## src/hdl/pti_pkg.sv

```systemverilog
// ----------------------------------------------------------------------------
// pti_pkg
// Shared types and constants for the timestamped pose interpolator.
// ----------------------------------------------------------------------------
package pti_pkg;

    localparam int STORE_DEPTH         = 256;
    localparam int RATIO_FRACTION_BITS = 16;
    localparam int STAMP_W             = 48;
    localparam int POS_W               = 32;
    localparam int HEAD_W              = 16;
    localparam int CFG_W               = 32;
    localparam int CNT_W               = $clog2(STORE_DEPTH + 2);
    localparam int RATIO_W             = RATIO_FRACTION_BITS + 1;

    localparam logic [CFG_W-1:0] HISTORY_RESET = 32'd5000000;
    localparam logic [CFG_W-1:0] TOL_RESET     = 32'd100000;

    localparam logic REG_HISTORY = 1'b0;
    localparam logic REG_TOL     = 1'b1;

    localparam logic CMD_PUSH  = 1'b0;
    localparam logic CMD_QUERY = 1'b1;

    typedef struct packed {
        logic        [STAMP_W-1:0] stamp;
        logic signed [POS_W-1:0]   x;
        logic signed [POS_W-1:0]   y;
        logic signed [HEAD_W-1:0]  heading;
    } sample_t;

    typedef struct packed {
        logic busy;
        logic done;
    } div_status_t;

    typedef enum logic [3:0] {
        ST_IDLE,
        ST_INSERT,
        ST_PRUNE,
        ST_SCAN,
        ST_DECIDE,
        ST_DIV,
        ST_MUL,
        ST_SUM,
        ST_OUT
    } state_t;

endpackage

```

## src/hdl/pti_ratio.sv

```systemverilog
// ----------------------------------------------------------------------------
// pti_ratio
// Restoring divider: floor(num * 2^F / den), saturated to 1.0 when num >= den; one quotient bit per cycle.
// ----------------------------------------------------------------------------
module pti_ratio
    import pti_pkg::*;
(
    input  logic               clk,
    input  logic               rst_n,
    input  logic               start,
    input  logic [STAMP_W-1:0] num,
    input  logic [STAMP_W-1:0] den,
    output logic [RATIO_W-1:0] ratio,
    output div_status_t        status
);

    localparam int ITER_W = $clog2(RATIO_FRACTION_BITS + 1);

    logic [STAMP_W:0]   rem_reg;
    logic [STAMP_W-1:0] den_reg;
    logic [RATIO_W-1:0] q_reg;
    logic [ITER_W-1:0]  iter_reg;
    logic               busy_reg;
    logic               done_reg;
    logic [STAMP_W:0]   rem_sh;

    assign rem_sh = {rem_reg[STAMP_W-1:0], 1'b0};

    always_ff @(posedge clk or negedge rst_n)
    begin
        if (!rst_n)
        begin
            busy_reg <= 1'b0;
            done_reg <= 1'b0;
            iter_reg <= '0;
        end
        else
        begin
            done_reg <= 1'b0;
            if (start)
            begin
                if (num >= den)
                begin
                    done_reg <= 1'b1;
                end
                else
                begin
                    busy_reg <= 1'b1;
                    iter_reg <= ITER_W'(RATIO_FRACTION_BITS);
                end
            end
            else if (busy_reg)
            begin
                iter_reg <= iter_reg - 1'b1;
                if (iter_reg == ITER_W'(1))
                begin
                    busy_reg <= 1'b0;
                    done_reg <= 1'b1;
                end
            end
        end
    end

    always_ff @(posedge clk)
    begin
        if (start)
        begin
            den_reg <= den;
            rem_reg <= {1'b0, num};
            q_reg   <= (num >= den) ? (RATIO_W'(1) << RATIO_FRACTION_BITS) : '0;
        end
        else if (busy_reg)
        begin
            if (rem_sh >= {1'b0, den_reg})
            begin
                rem_reg <= rem_sh - {1'b0, den_reg};
                q_reg   <= {q_reg[RATIO_W-2:0], 1'b1};
            end
            else
            begin
                rem_reg <= rem_sh;
                q_reg   <= {q_reg[RATIO_W-2:0], 1'b0};
            end
        end
    end

    assign ratio       = q_reg;
    assign status.busy = busy_reg;
    assign status.done = done_reg;

endmodule

```

## config.mk

```make
export PLATFORM = sky130hd
export DESIGN_NAME = pti_ratio
export DESIGN_NICKNAME = d
export VERILOG_FILES = /design/src/hdl/pti_pkg.sv /design/src/hdl/pti_ratio.sv
export SDC_FILE = /design/constraint.sdc
export NUM_CORES = 1
export LEC_CHECK = 0
export BUFFER_PORTS_ARGS = -buffer_cell sky130_fd_sc_hd__buf_2
export CAP_MARGIN = 20
export CORE_MARGIN = 3
export CORE_UTILIZATION = 25
export DETAILED_ROUTE_END_ITERATION = 6
export PLACE_DENSITY = 0.41
export RECOVER_POWER = 50
export SLEW_MARGIN = 20
export SYNTH_ARGS = -nofsm -noshare
export SYNTH_HDL_FRONTEND = slang
export SYNTH_SLANG_ARGS = --single-unit
```

## constraint.sdc

```tcl
create_clock -name clk -period 4.9 [get_ports clk]
set_input_delay 0.49 -clock clk [delete_from_list [all_inputs] [get_ports clk]]
set_output_delay 0.49 -clock clk [all_outputs]
set_load 0.1 [all_outputs]
```

==> flow_summary.yaml <==
outcome:
  run_status: "finished, violations left"
  violations: "max-capacitance violations, max-slew violations"
floorplan:
  fp.dieH_um: 197.4
  dieArea_mm2: 0.03896
  rows: 69
  die_w_um: 197.4
  coreArea_mm2: 0.03583
  ioPinCount: 118
  initial_utilization: 0.2556
detailed_routing:
  route.vias.total: 7551
  first_pass_iters: 5
  wl_mm: 28.03
  avgRoutedWirePerCell_um: 18.05
  drc: 0
  antenna_left: 0
  drt-initial-drc-count: 350
  vias_per_cell: 4.862
power:
  seqPwrFrac: 0.251
  leakage_nw: 4.654
  p_per_area_mw_per_mm2: 624.9
  p_comb_frac: 0.555
  vdd_drop_max_v: 0.0003609
  clockPowerShare: 0.194
  internal-power_w: 0.003644
  swShare: 0.4536
  p_sw_w: 0.003025
yosys:
  synth_ff_type: "edfxtp_1"
  synthTopCellsByArea: "edfxtp_1 37%, ha_1 13%, a21oi_1 5.0%, inv_1 4.5%, a21o_1 3.4%"
  synth_seq_cells: 120
  netlist_top_cells_count: "113 x edfxtp_1, 110 x inv_1, 98 x ha_1"
  ys.warnings.count: 0
  yosysMostFrequentCell: "edfxtp_1"
  netlist.area_leader.share: 0.3705
  ys_seq_area_frac: 0.3897
  netlist_area_mm2: 0.009158
  synth_top_cell_by_area: "edfxtp_1"
  synth_fp_nets: 1178
  syn_avg_cell_area_um2: 9.344
  syn_inst: 980
  synthArstFlopShare: 0.05833
  synth_edf_count: 113
  synth_cell_type_count: 73
layout:
  syn_to_final_growth_pct: 16.55
  final_nets: 1277
  drive_above_1_share: 0.1117
  antenna_cells: 0
sta:
  tns_ns: 0
  worstMarginPinSlew_ns: 2.491
  fmax_ghz: 0.2596
  finalSetupViolations: 0
  slew_headroom: -0.6607
  finalWorstPathRequiredPeriod_ns: 3.852
  whs_ns: 0.2398
  rsz0062_at_grt: "no"
  period_share: 0.7862
  final_hold_viol_count: 0
  slew_violations: 48
  finClkSkew_ns: 0.01116
hold_path:
  min_from: "den[9]"
  hp-class: "input port to flop"
  whs_path_depth: 1
  holdPathEnd: "den_reg[9]$_DFFE_PP_"
setup_path:
  crit_fanout: 47
  cp_data_arrival_time_ns: 4.04
  r2r-end: "rem_reg[43]$_DFFE_PP_"
  end_kind: "flop"
  regToRegStartpoint: "rem_reg[3]$_DFFE_PP_"
  critPathRequiredTime_ns: 5.08
  critical_path_class: "input port to flop"
  cp-start-kind: "input port"
  r2r.worst_path.cells: 10
  rrSetupSlack_ns: 1.07
clock_tree:
  cts_tree: "yes"
  cts_root_buffer: "clkbuf_16"
  htreeDepth: 4
  clkSlewWorstSetupHoldPaths_ns: 0.06
  worstSkewPairLatency_ns: 0.44
  cts_made_buffers: 17
  clkSinkCount: 120
  clockBufferDepth: 2
  post-cts-setup-buffers: 0
grt:
  gr-usage-met1: 0.2030
  track_usage: 0.1450
  grt_pass1_wl_mm: 43.58
  grt_pass1_vias: 7665
  met2_usage: 0.2278
  use_met3: 0.03002
  grt_overflow: 0
  antenna_found_initial: 1
  grt_busiest_layer: "met2"
  grt_max_degree: 62
job:
  cap_violations: 1
placed_design:
  numPortBuffers: 117
  hpwl_mm: 21.71
  place_congestion: 0.8179
[critical path, cell delays in order]
cell and delay, ns:
clkbuf_1 1.73, inv_2 0.89, buf_4 0.45, and3_1 0.16, a221o_1 0.26
[worst max-delay path by stage]
stage | slack, ns | startpoint | cells past startpoint | endpoint
after floorplan | 2.03 | rem_reg[0]$_DFFE_PP_ | 11 | rem_reg[43]$_DFFE_PP_
after CTS | 1.11 | rem_reg[26]$_DFFE_PP_ | 10 | rem_reg[15]$_DFFE_PP_
after detailed placement | 1.12 | rem_reg[26]$_DFFE_PP_ | 10 | rem_reg[15]$_DFFE_PP_
final | 1.05 | start | 5 | rem_reg[30]$_DFFE_PP_
after global routing | 0.63 | start | 5 | rem_reg[28]$_DFFE_PP_
after global placement | 1.09 | rem_reg[26]$_DFFE_PP_ | 10 | rem_reg[15]$_DFFE_PP_
[cells by family after synthesis]
family / share of synthesized area
compound gates: 0.2122
simple gates: 0.1384
buf+inv: 0.07159
flops: 0.3897
fa+ha+maj: 0.1361
xor+xnor: 0.04017
mux: 0.01189
[through the flow]
stage	power (W)	setup slack, ns	area [µm²]	cells	utilization
6_report	0.006669	1.048	10670	1553	0.2979
5_1_grt	0.007200	0.6296	10670	1553	0.2979
4_1_cts	0.006746	1.105	10750	1553	0.3000
3_5_place_dp	0.005396	1.125	10150	1520	0.2832
3_3_place_gp	0.005413	1.092	10150	1520	0.2832
2_1_floorplan	0.004523	2.029	9158	980	-
[layout make-up]
type	instances	area (µm²)
inverter	110	412.9
clock buffer	18	429.2
fill	3834	25160
timing repair buffer	127	590.6
tap	461	576.8
clock inverter	14	161.4
sequential	120	3568
multi-input combinational	703	4933
[repair_timing]
item	CTS	global route
hold endpoints to repair	7	0
hold buffers	1	0
gates resized for setup	0	0
[power groups by stage]
stage / Sequential [W] / Clock, W / Combinational (W)
2_1_floorplan: 0.00183 / 0 / 0.00269
3_3_place_gp: 0.00169 / 0 / 0.00372
3_5_place_dp: 0.00169 / 0 / 0.00371
4_1_cts: 0.00167 / 0.00134 / 0.00373
5_1_grt: 0.00171 / 0.00137 / 0.00412
6_report: 0.00167 / 0.00129 / 0.00370
[routing by layer]
layer,part of all wire,up-vias
met4,0.013,2
met2,0.45,113
li1,-,3783
met3,0.032,24
met1,0.51,3629
met5,0.00032,-
[cells in the final DEF, fill, tap and decap left out, types with 6 or more instances in the layout]
cell type	n
o21ai_0	44
buf_2	59
inv_1	108
and3_1	15
nor2b_1	21
inv_6	7
o21a_1	16
nand4_1	21
o21ai_1	10
xnor2_1	26
mux2_2	7
dfrtp_1	7
nand3_1	16
nand2_1	75
nor2_1	53
buf_4	9
xor2_1	16
nor3_1	17
ha_1	98
edfxtp_1	113
a21o_1	42
and2_1	9
clkbuf_1	59
a211oi_1	9
a21oi_1	92
nor4_1	7
clkbuf_16	17
a31oi_1	22
o31ai_1	6
a221o_1	7
No activity file was read; power rests on OpenSTA's default activity.
