[config.mk]
export PLATFORM = sky130hd
export DESIGN_NAME = pti_cell
export DESIGN_NICKNAME = d
export VERILOG_FILES = /design/src/hdl/pti_pkg.sv /design/src/hdl/pti_cell.sv
export SDC_FILE = /design/constraint.sdc
export NUM_CORES = 1
export LEC_CHECK = 0
export BUFFER_PORTS_ARGS = -buffer_cell sky130_fd_sc_hd__buf_2
export CAP_MARGIN = 30
export CORE_ASPECT_RATIO = 1.25
export CORE_UTILIZATION = 35
export CTS_BUF_LIST = sky130_fd_sc_hd__clkbuf_2
export DETAILED_ROUTE_END_ITERATION = 8
export PLACE_DENSITY = 0.72
export SETUP_SLACK_MARGIN = 0.2
export SYNTH_ARGS = -nofsm -noshare
export SYNTH_HDL_FRONTEND = slang
export SYNTH_SLANG_ARGS = --single-unit
[constraint.sdc]
create_clock -name clk -period 0.8 [get_ports clk]
set_input_delay 0.04 -clock clk [delete_from_list [all_inputs] [get_ports clk]]
set_output_delay 0.04 -clock clk [all_outputs]
set_load 0.1 [all_outputs]
[src/hdl/pti_pkg.sv]
// ----------------------------------------------------------------------------
// pti_pkg
// Shared types and constants for the timestamped pose interpolator.
// ----------------------------------------------------------------------------
package pti_pkg;

    localparam int STORE_DEPTH         = 256;
    localparam int RATIO_FRACTION_BITS = 16;
    localparam int STAMP_W             = 48;
    localparam int POS_W               = 32;
    localparam int HEAD_W              = 16;
    localparam int CFG_W               = 32;
    localparam int CNT_W               = $clog2(STORE_DEPTH + 2);
    localparam int RATIO_W             = RATIO_FRACTION_BITS + 1;

    localparam logic [CFG_W-1:0] HISTORY_RESET = 32'd5000000;
    localparam logic [CFG_W-1:0] TOL_RESET     = 32'd100000;

    localparam logic REG_HISTORY = 1'b0;
    localparam logic REG_TOL     = 1'b1;

    localparam logic CMD_PUSH  = 1'b0;
    localparam logic CMD_QUERY = 1'b1;

    typedef struct packed {
        logic        [STAMP_W-1:0] stamp;
        logic signed [POS_W-1:0]   x;
        logic signed [POS_W-1:0]   y;
        logic signed [HEAD_W-1:0]  heading;
    } sample_t;

    typedef struct packed {
        logic busy;
        logic done;
    } div_status_t;

    typedef enum logic [3:0] {
        ST_IDLE,
        ST_INSERT,
        ST_PRUNE,
        ST_SCAN,
        ST_DECIDE,
        ST_DIV,
        ST_MUL,
        ST_SUM,
        ST_OUT
    } state_t;

endpackage

[src/hdl/pti_cell.sv]
// ----------------------------------------------------------------------------
// pti_cell
// One sample slot of the rotating store; takes its neighbor's sample on shift.
// ----------------------------------------------------------------------------
module pti_cell
    import pti_pkg::*;
(
    input  logic    clk,
    input  logic    shift,
    input  sample_t d,
    output sample_t q
);

    sample_t q_reg;

    always_ff @(posedge clk)
    begin
        if (shift)
        begin
            q_reg <= d;
        end
    end

    assign q = q_reg;

endmodule

==> results.md, run 1 <==
- Dominant cell type by area after synthesis: edfxtp_1
- Starting Density: between 30% and 40%
- Placer congestion estimate: around 0.8
- Mean Syn Cell Area: approximately 30 µm²
- Status: did not finish
- CTS buffer count: 17
- Stop Error: [ERROR RSZ-0060] Max buffer count reached.
- Cell row count: between 40 and 50
- Max Root-Sink Buffers: 2
- Setup bufs post-CTS: 0
- Die Height: about 120 µm
- Mapped Area: slightly below 4000 µm²
- Synthesis-stage register bit count: around 130
- Hold Buf Count CTS: 112
- Sequential fraction of the synthesis area: 100.0%
- Top post-synthesis cells by area: edfxtp_1 (100%)
- Post-CTS resize count: 0
- Die Width: roughly 96 µm
- Port buffer count: 257
- Pre-CTS WS: ~0.0034 ns
- Ys Warns: 0
- Clock sinks: between 100 and 150
- Final HPWL DP: 8451 µm
- Post-synthesis net count: around 260
- Share of the synthesized area in the top cell type: between 90% and 100%
- Mapped Cells: about 130
- # IOs: between 200 and 300
- Clk root buf: clkbuf_2
- Fail Step: clock tree synthesis
- Htree depth: 4
- Synth unique cells: 1
[kinds of logic after synthesis]
group	count (synthesis)	share of synthesized area (%)
flops	128	100.0
[cell usage after synthesis, drive strengths merged]
| cell type | number |
|---|---|
| edfxtp | 128 |
[per-stage QoR]
stage          util [%]  hold slack, ns  instance area, µm²  std cells
3_5_place_dp      68.60          0.2181                7282        522
2_1_floorplan         -          0.1389                3844        128
3_3_place_gp      68.60          0.2164                7282        522
==> run 2, diff against run 1 <==
==> config.mk (replaced) <==
export PLATFORM = sky130hd
export DESIGN_NAME = pti_cell
export DESIGN_NICKNAME = d
export VERILOG_FILES = /design/src/hdl/pti_pkg.sv /design/src/hdl/pti_cell.sv
export SDC_FILE = /design/constraint.sdc
export NUM_CORES = 1
export LEC_CHECK = 0
export BUFFER_PORTS_ARGS = -buffer_cell sky130_fd_sc_hd__buf_2
export CAP_MARGIN = 30
export CORE_UTILIZATION = 20
export DETAILED_ROUTE_END_ITERATION = 8
export PLACE_DENSITY_LB_ADDON = 0.15
export SYNTH_ARGS = -nofsm -noshare
export SYNTH_HDL_FRONTEND = slang
export SYNTH_SLANG_ARGS = --single-unit
==> run 2 against run 1 <==
  * The flow now finishes, with violations (negative setup slack)
  * Area after synthesis unchanged
  * Synthesized cell count unchanged
==> results.md, run 2 <==
- Status: finished, violations left
- 1st-pass router iterations: 4
- Max-cap violations: 0
- Final setup violation count: roughly 130
- # IOs: 258 (unchanged)
- Placed instance area: 7452 µm² (+2.3%)
- Placed Instances: 628 (+20%)
- Slack of the critical path: -0.2851 ns
- GR Util All Layers: 12.40%
- Share of cells above drive strength 1: between 50% and 60%
- Fmax: between 0.9 and 1 GHz
- #MultiIn Comb: 0
- Final wirelength: ~12,000 µm
- Layout Cells excl Fill: slightly below 800
- Cell row count: 50 (+19%)
- Slowest cell on the critical path: edfxtp_1
- CP top delay family: flip-flops
- Starting DRC count in detailed routing: 110
- Residual DRC: 0
- CP endpoint kind: output pin
- Commonest non-fill, non-tap cell in the layout: buf_12
- CTS buffer count: 17 (unchanged)
- Clk slew on worst S/H paths: 0.05 ns
- Critical Path AT: about 1.1 ns
- # diodes: 0
- Vias: between 2,000 and 3,000
- Final core utilization: around half
- Top post-synthesis cells by area: edfxtp_1 (100%)
- Pwr Density: 2416 nW/µm²
- Asr flop ratio synth: 0% (unchanged)
- Main synth FF type: edfxtp_1
- Unrepaired setup endpoints after global routing: yes
- Mean Syn Cell Area: 30.03 µm² (unchanged)
- Ys Warns: 0 (unchanged)
- CP cell instances: buf_12
- CP Launch Type: register
- Mapped Cells: 128 (unchanged)
- Starting Density: 20.48% (-16 points)
- Setup bufs post-CTS: 0 (unchanged)
- CTS tree: built
- WP buf/inv: 1
- Post-route cell area: 9265 µm²
- Slew HR: between 80% and 90%
- Gr ovfl total: 0
- Hold Violations, Final: 0
- Area Growth Syn to Fin: 141.0%
- Synth unique cells: 1 (unchanged)
- Min Hold Slack: 0.1718 ns
- Placer congestion estimate: 0.7834 (-3.4%)
- Kind of critical path: register to output pin
- Clock period minus worst slack: roughly 1.1 ns
- Storage cell area: 3844 µm²
- Multi-input logic area: 0 µm²
- Post-synthesis net count: 258 (unchanged)
- Number of global-route vias before repair: between 3,000 and 4,000
- Fill count: between 1,500 and 2,000
- Die Width: 140.6 µm (+47%)
- Commonest cells post-synth: edfxtp_1 (128)
- Post-CTS resize count: 0 (unchanged)
- Initial antenna violation count: 0
- Required @ worst endpoint: between 0.7 and 0.8 ns
- Count leader, synth: edfxtp_1
- Largest net degree at the start of global routing: 30
- Mapped Area: 3844 µm² (unchanged)
- Final HPWL DP: 8703 µm (+3.0%)
- Leak pwr: roughly 3.8 nW
- Port buffer count: 257 (unchanged)
- Failing checks: negative setup slack
- Post-route ant nets: 0
- Worst path max stage delay: approximately 0.44 ns
- Clk root buf: clkbuf_16
- Max Slew Vio Count: 0
- Period Utilization, post-route: 135.6%
- EDFF count, synth: 128 (unchanged)
- Dominant cell type by area after synthesis: edfxtp_1
- Clock sinks: 128 (unchanged)
- Synthesis-stage register bit count: 128 (unchanged)
- CP max FO: 1
- Die ar.: ~20,000 µm²
- Max Root-Sink Buffers: 2 (unchanged)
- Share of the synthesized area in the top cell type: 100.0% (unchanged)
- Nets: ~670
- Htree depth: 4 (unchanged)
- Most frequent cells in the layout: buf_12 (131), dlygate4sd3_1 (128), buf_2 (128), edfxtp_1 (128), clkbuf_16 (17)
- Max reg flops: approximately 130
- Routed vias/inst: around 3.7
- Drt wl/cell: 15.18 µm
- Tightest Pin Transition: around 0.21 ns
- Max rail drop VDD: between 1000 and 1500 µV
- Core Region: 18,770 µm²
- Sequential fraction of the synthesis area: 100.0% (unchanged)
- Die Height: 140.6 µm (+18%)
- Worst hold path type: input pin to register
- First-pass GRT wire length: between 15,000 and 20,000 µm
run 2: cell counts after synthesis:
Identical to the previous run, type by type.
run 2: worst paths after layout:
| kind | from | end | slack (ns) | cells past startpoint |
|---|---|---|---|---|
| min | shift | q[14] | 0.17 | 2 |
| max | q[39] | q[39] | -0.29 | 1 |
run 2: power breakdown:
part / total [mW] / leakage [nW] / switching, mW / internal [mW]
combinational: 6.90 / 2.30 / 4.33 / 2.57
clock: 7.04 / 0.262 / 2.57 / 4.48
sequential: 8.44 / 1.25 / 0.426 / 8.02
total: 22.4 / 3.82 / 7.33 / 15.1
run 2: final cells by class:
| type | instances | area share [%] |
|---|---|---|
| Timing Repair Buffer | 394 | 49.62 |
| Sequential cell | 128 | 41.49 |
| Clock buffer | 20 | 4.713 |
| Tap cell | 234 | 3.160 |
| Clock inverter | 9 | 1.026 |
run 2: repair_timing:
| action | CTS | global route |
|---|---|---|
| endpoints found under the hold margin | 128 | 0 |
| endpoints found under the setup margin | 128 | 128 |
| hold buffers | 128 | 0 |
| cloned | 0 | 0 |
run 2: kinds of logic after synthesis:
kind of cell / share of synthesized area (%)
flops: 100.0
run 2: per-stage QoR:
stage / power, mW / setup TNS [ns] / setup slack [ns]
6_report: 22.39 / -31.76 / -0.2851
2_1_floorplan: 12.06 / -18.43 / -0.1440
3_3_place_gp: 14.97 / -1.666 / -0.03285
5_1_grt: 23.11 / -37.35 / -0.3402
4_1_cts: 22.64 / -34.80 / -0.3200
3_5_place_dp: 15.00 / -2.430 / -0.03768
run 2: per-layer routing:
layer | GRT usage (%) | part of all wire, % | up-vias
met3 | 6.318 | 11 | 12
li1 | - | - | 1354
met4 | 4.977 | 1.4 | 0
met1 | 13.26 | 38 | 1334
met5 | 0 | 0 | -
met2 | 20.76 | 50 | 173
(Power assumes the default switching activity.)
==> run 3, diff against run 2 <==
--- a/config.mk
+++ b/config.mk
@@ -10,6 +10,7 @@
 export CORE_UTILIZATION = 20
 export DETAILED_ROUTE_END_ITERATION = 8
 export PLACE_DENSITY_LB_ADDON = 0.15
+export RECOVER_POWER = 100
 export SYNTH_ARGS = -nofsm -noshare
 export SYNTH_HDL_FRONTEND = slang
 export SYNTH_SLANG_ARGS = --single-unit
==> run 3 against run 2 <==
  * The run still ends with negative setup slack left
  * Sequential share of layout area grew 0.32 points
  * Die area is the same
  * Count of clock-buffer cells in the layout is the same
  * Final area shrank 0.76%
  * Worst hold slack gained 0.13 ns
  * Maximum frequency is essentially flat
  * Total power shrank 0.21%
  * Critical path type unchanged
  * Largest cell class unchanged
  * Highest routed layer unchanged
==> results.md, run 3 (synthesis results as in run 2) <==
- Final wirelength: 11,910 µm (about the same)
- CTS tree: built
- Leak pwr: 3.765 nW (-1.4%)
- Slowest cell on the critical path: edfxtp_1
- Slew HR: 73.56% (-12 points)
- Htree depth: 4 (unchanged)
- Clock sinks: 128 (unchanged)
- # IOs: 258 (unchanged)
- Max Slew Vio Count: 0 (unchanged)
- Worst path max stage delay: 0.44 ns (about the same)
- Hold_sp: shift
- CP top delay family: flip-flops
- Final setup violation count: 128 (unchanged)
- Max-cap violations: 0 (unchanged)
- Failing checks: negative setup slack
- CTS buffer count: 17 (unchanged)
- Unrepaired setup endpoints after global routing: yes
- First-pass GRT wire length: 17,610 µm (unchanged)
- CP cell instances: buf_12
- Die Width: 140.6 µm (unchanged)
- #MultiIn Comb: 0 (unchanged)
- Setup bufs post-CTS: 0 (unchanged)
- Vias: 2,880 (+0.24%)
- Port buffer count: 257 (unchanged)
- Die ar.: 19,780 µm² (unchanged)
- Max Root-Sink Buffers: 2 (unchanged)
- Max reg flops: 128 (unchanged)
- Multi-input logic area: 0 µm² (unchanged)
- Kind of critical path: register to output pin
- Post-CTS resize count: 0 (unchanged)
- Cell row count: 50 (unchanged)
- CP max FO: 1 (unchanged)
- 1st-pass router iterations: 4 (unchanged)
- Most frequent cells in the layout: dlygate4sd3_1 (128), buf_12 (128), edfxtp_1 (128)
- Nets: 671 (unchanged)
- Pwr Density: 2430 nW/µm² (+0.55%)
- Fill count: 1,609 (+0.56%)
- Starting Density: 20.48% (unchanged)
- CP endpoint kind: output pin
- Core Region: 18,770 µm² (unchanged)
- GR Util All Layers: 12.40% (unchanged)
- Hold Path Sink: q[14]
- Number of global-route vias before repair: 3,073 (unchanged)
- Residual DRC: 0 (unchanged)
- Clk root buf: clkbuf_16
- Status: finished, violations left
- Share of cells above drive strength 1: 50.27% (-2.2 points)
- Starting DRC count in detailed routing: 113 (+2.7%)
- Gr ovfl total: 0 (unchanged)
- Area Growth Syn to Fin: 139.2%
- Storage cell area: 3844 µm² (unchanged)
- Slack of the critical path: -0.2850 ns (+0.0001450 ns)
- Final HPWL DP: 8703 µm (unchanged)
- Setup TNS Final: -31.76 ns (-0.003400 ns)
- Die Height: 140.6 µm (unchanged)
- Initial antenna violation count: 0 (unchanged)
- CP Launch Type: register
- Hold Violations, Final: 0 (unchanged)
- Clk slew on worst S/H paths: 0.05 ns (about the same)
- Worst hold path type: input pin to register
- Largest net degree at the start of global routing: 30 (unchanged)
- Required @ worst endpoint: 0.76 ns (about the same)
- # diodes: 0 (unchanged)
- Max rail drop VDD: 1428 µV (-0.13%)
- Tightest Pin Transition: 0.3966 ns (+0.1865 ns)
- Critical Path AT: 1.04 ns (about the same)
- Drt wl/cell: 15.18 µm (about the same)
- Power Total: 22.34 mW (-0.21%)
- Placer congestion estimate: 0.7834 (unchanged)
- Cell depth of the worst hold path: 2 (unchanged)
- Routed vias/inst: 3.669 (+0.24%)
- Clock period minus worst slack: 1.085 ns (-0.0001450 ns)
- Fmax: 0.9217 GHz (about the same)
- WP buf/inv: 1 (unchanged)
- Period Utilization, post-route: 135.6% (about the same)
- Post-route ant nets: 0 (unchanged)
run 3: changes by cell type in the layout (fill, tap and decap cells not counted):
cell	previous run	this run
buf_12	131	128
buf_2	128	120
clkbuf_4	0	3
clkbuf_1	3	15
clkbuf_2	0	3
buf_4	7	0
run 3: through the flow:
| stage | setup WS [ns] | util, % | hold WS [ns] | cell area (µm²) | instances |
|---|---|---|---|---|---|
| 2_1_floorplan | -0.1440 | - | 0.1389 | 3844 | 128 |
| 4_1_cts | -0.3200 | 49.37 | 0.1637 | 9265 | 785 |
| 6_report | -0.2850 | 48.99 | 0.3037 | 9195 | 785 |
| 5_1_grt | -0.3402 | 48.99 | 0.3144 | 9195 | 785 |
| 3_3_place_gp | -0.03285 | 39.71 | 0.2161 | 7452 | 628 |
| 3_5_place_dp | -0.03768 | 39.71 | 0.2181 | 7452 | 628 |
run 3: layout make-up:
cell class            count  area share [%]
timing repair buffer    394           49.23
tap                     234           3.184
clock inverter            9           1.034
clock buffer             20           4.749
sequential              128           41.80
run 3: worst max-delay path by stage:
stage | start | end | slack, ns | cells after the start
6_report | q[39] | q[39] | -0.28 | 1
5_1_grt | q[22] | q[22] | -0.34 | 1
4_1_cts | q[22] | q[22] | -0.32 | 1
3_5_place_dp | shift | q[123] | -0.04 | 2
3_3_place_gp | shift | q[1] | -0.03 | 2
2_1_floorplan | q[0] | q[0] | -0.14 | 0
run 3: routing by layer:
layer | vias up | track usage [%] | share of wire (%) | wire length [µm]
met5 | - | 0 | 0 | 0
met4 | 0 | 4.977 | 1.4 | 169
met3 | 12 | 6.318 | 11 | 1286
met2 | 175 | 20.76 | 50 | 5989
met1 | 1339 | 13.26 | 38 | 4469
li1 | 1354 | - | - | -
run 3: what timing repair did:
item,CTS,global route
hold endpoints to repair,128,0
setup endpoints to repair,128,128
hold buffers,128,0
pin swaps,0,0
run 3: power breakdown:
part           internal [mW]  switching, mW  leakage [nW]
clock                   4.48           2.56         0.262
combinational           2.53           4.33          2.25
sequential              8.02          0.426          1.25
total                   15.0           7.32          3.76
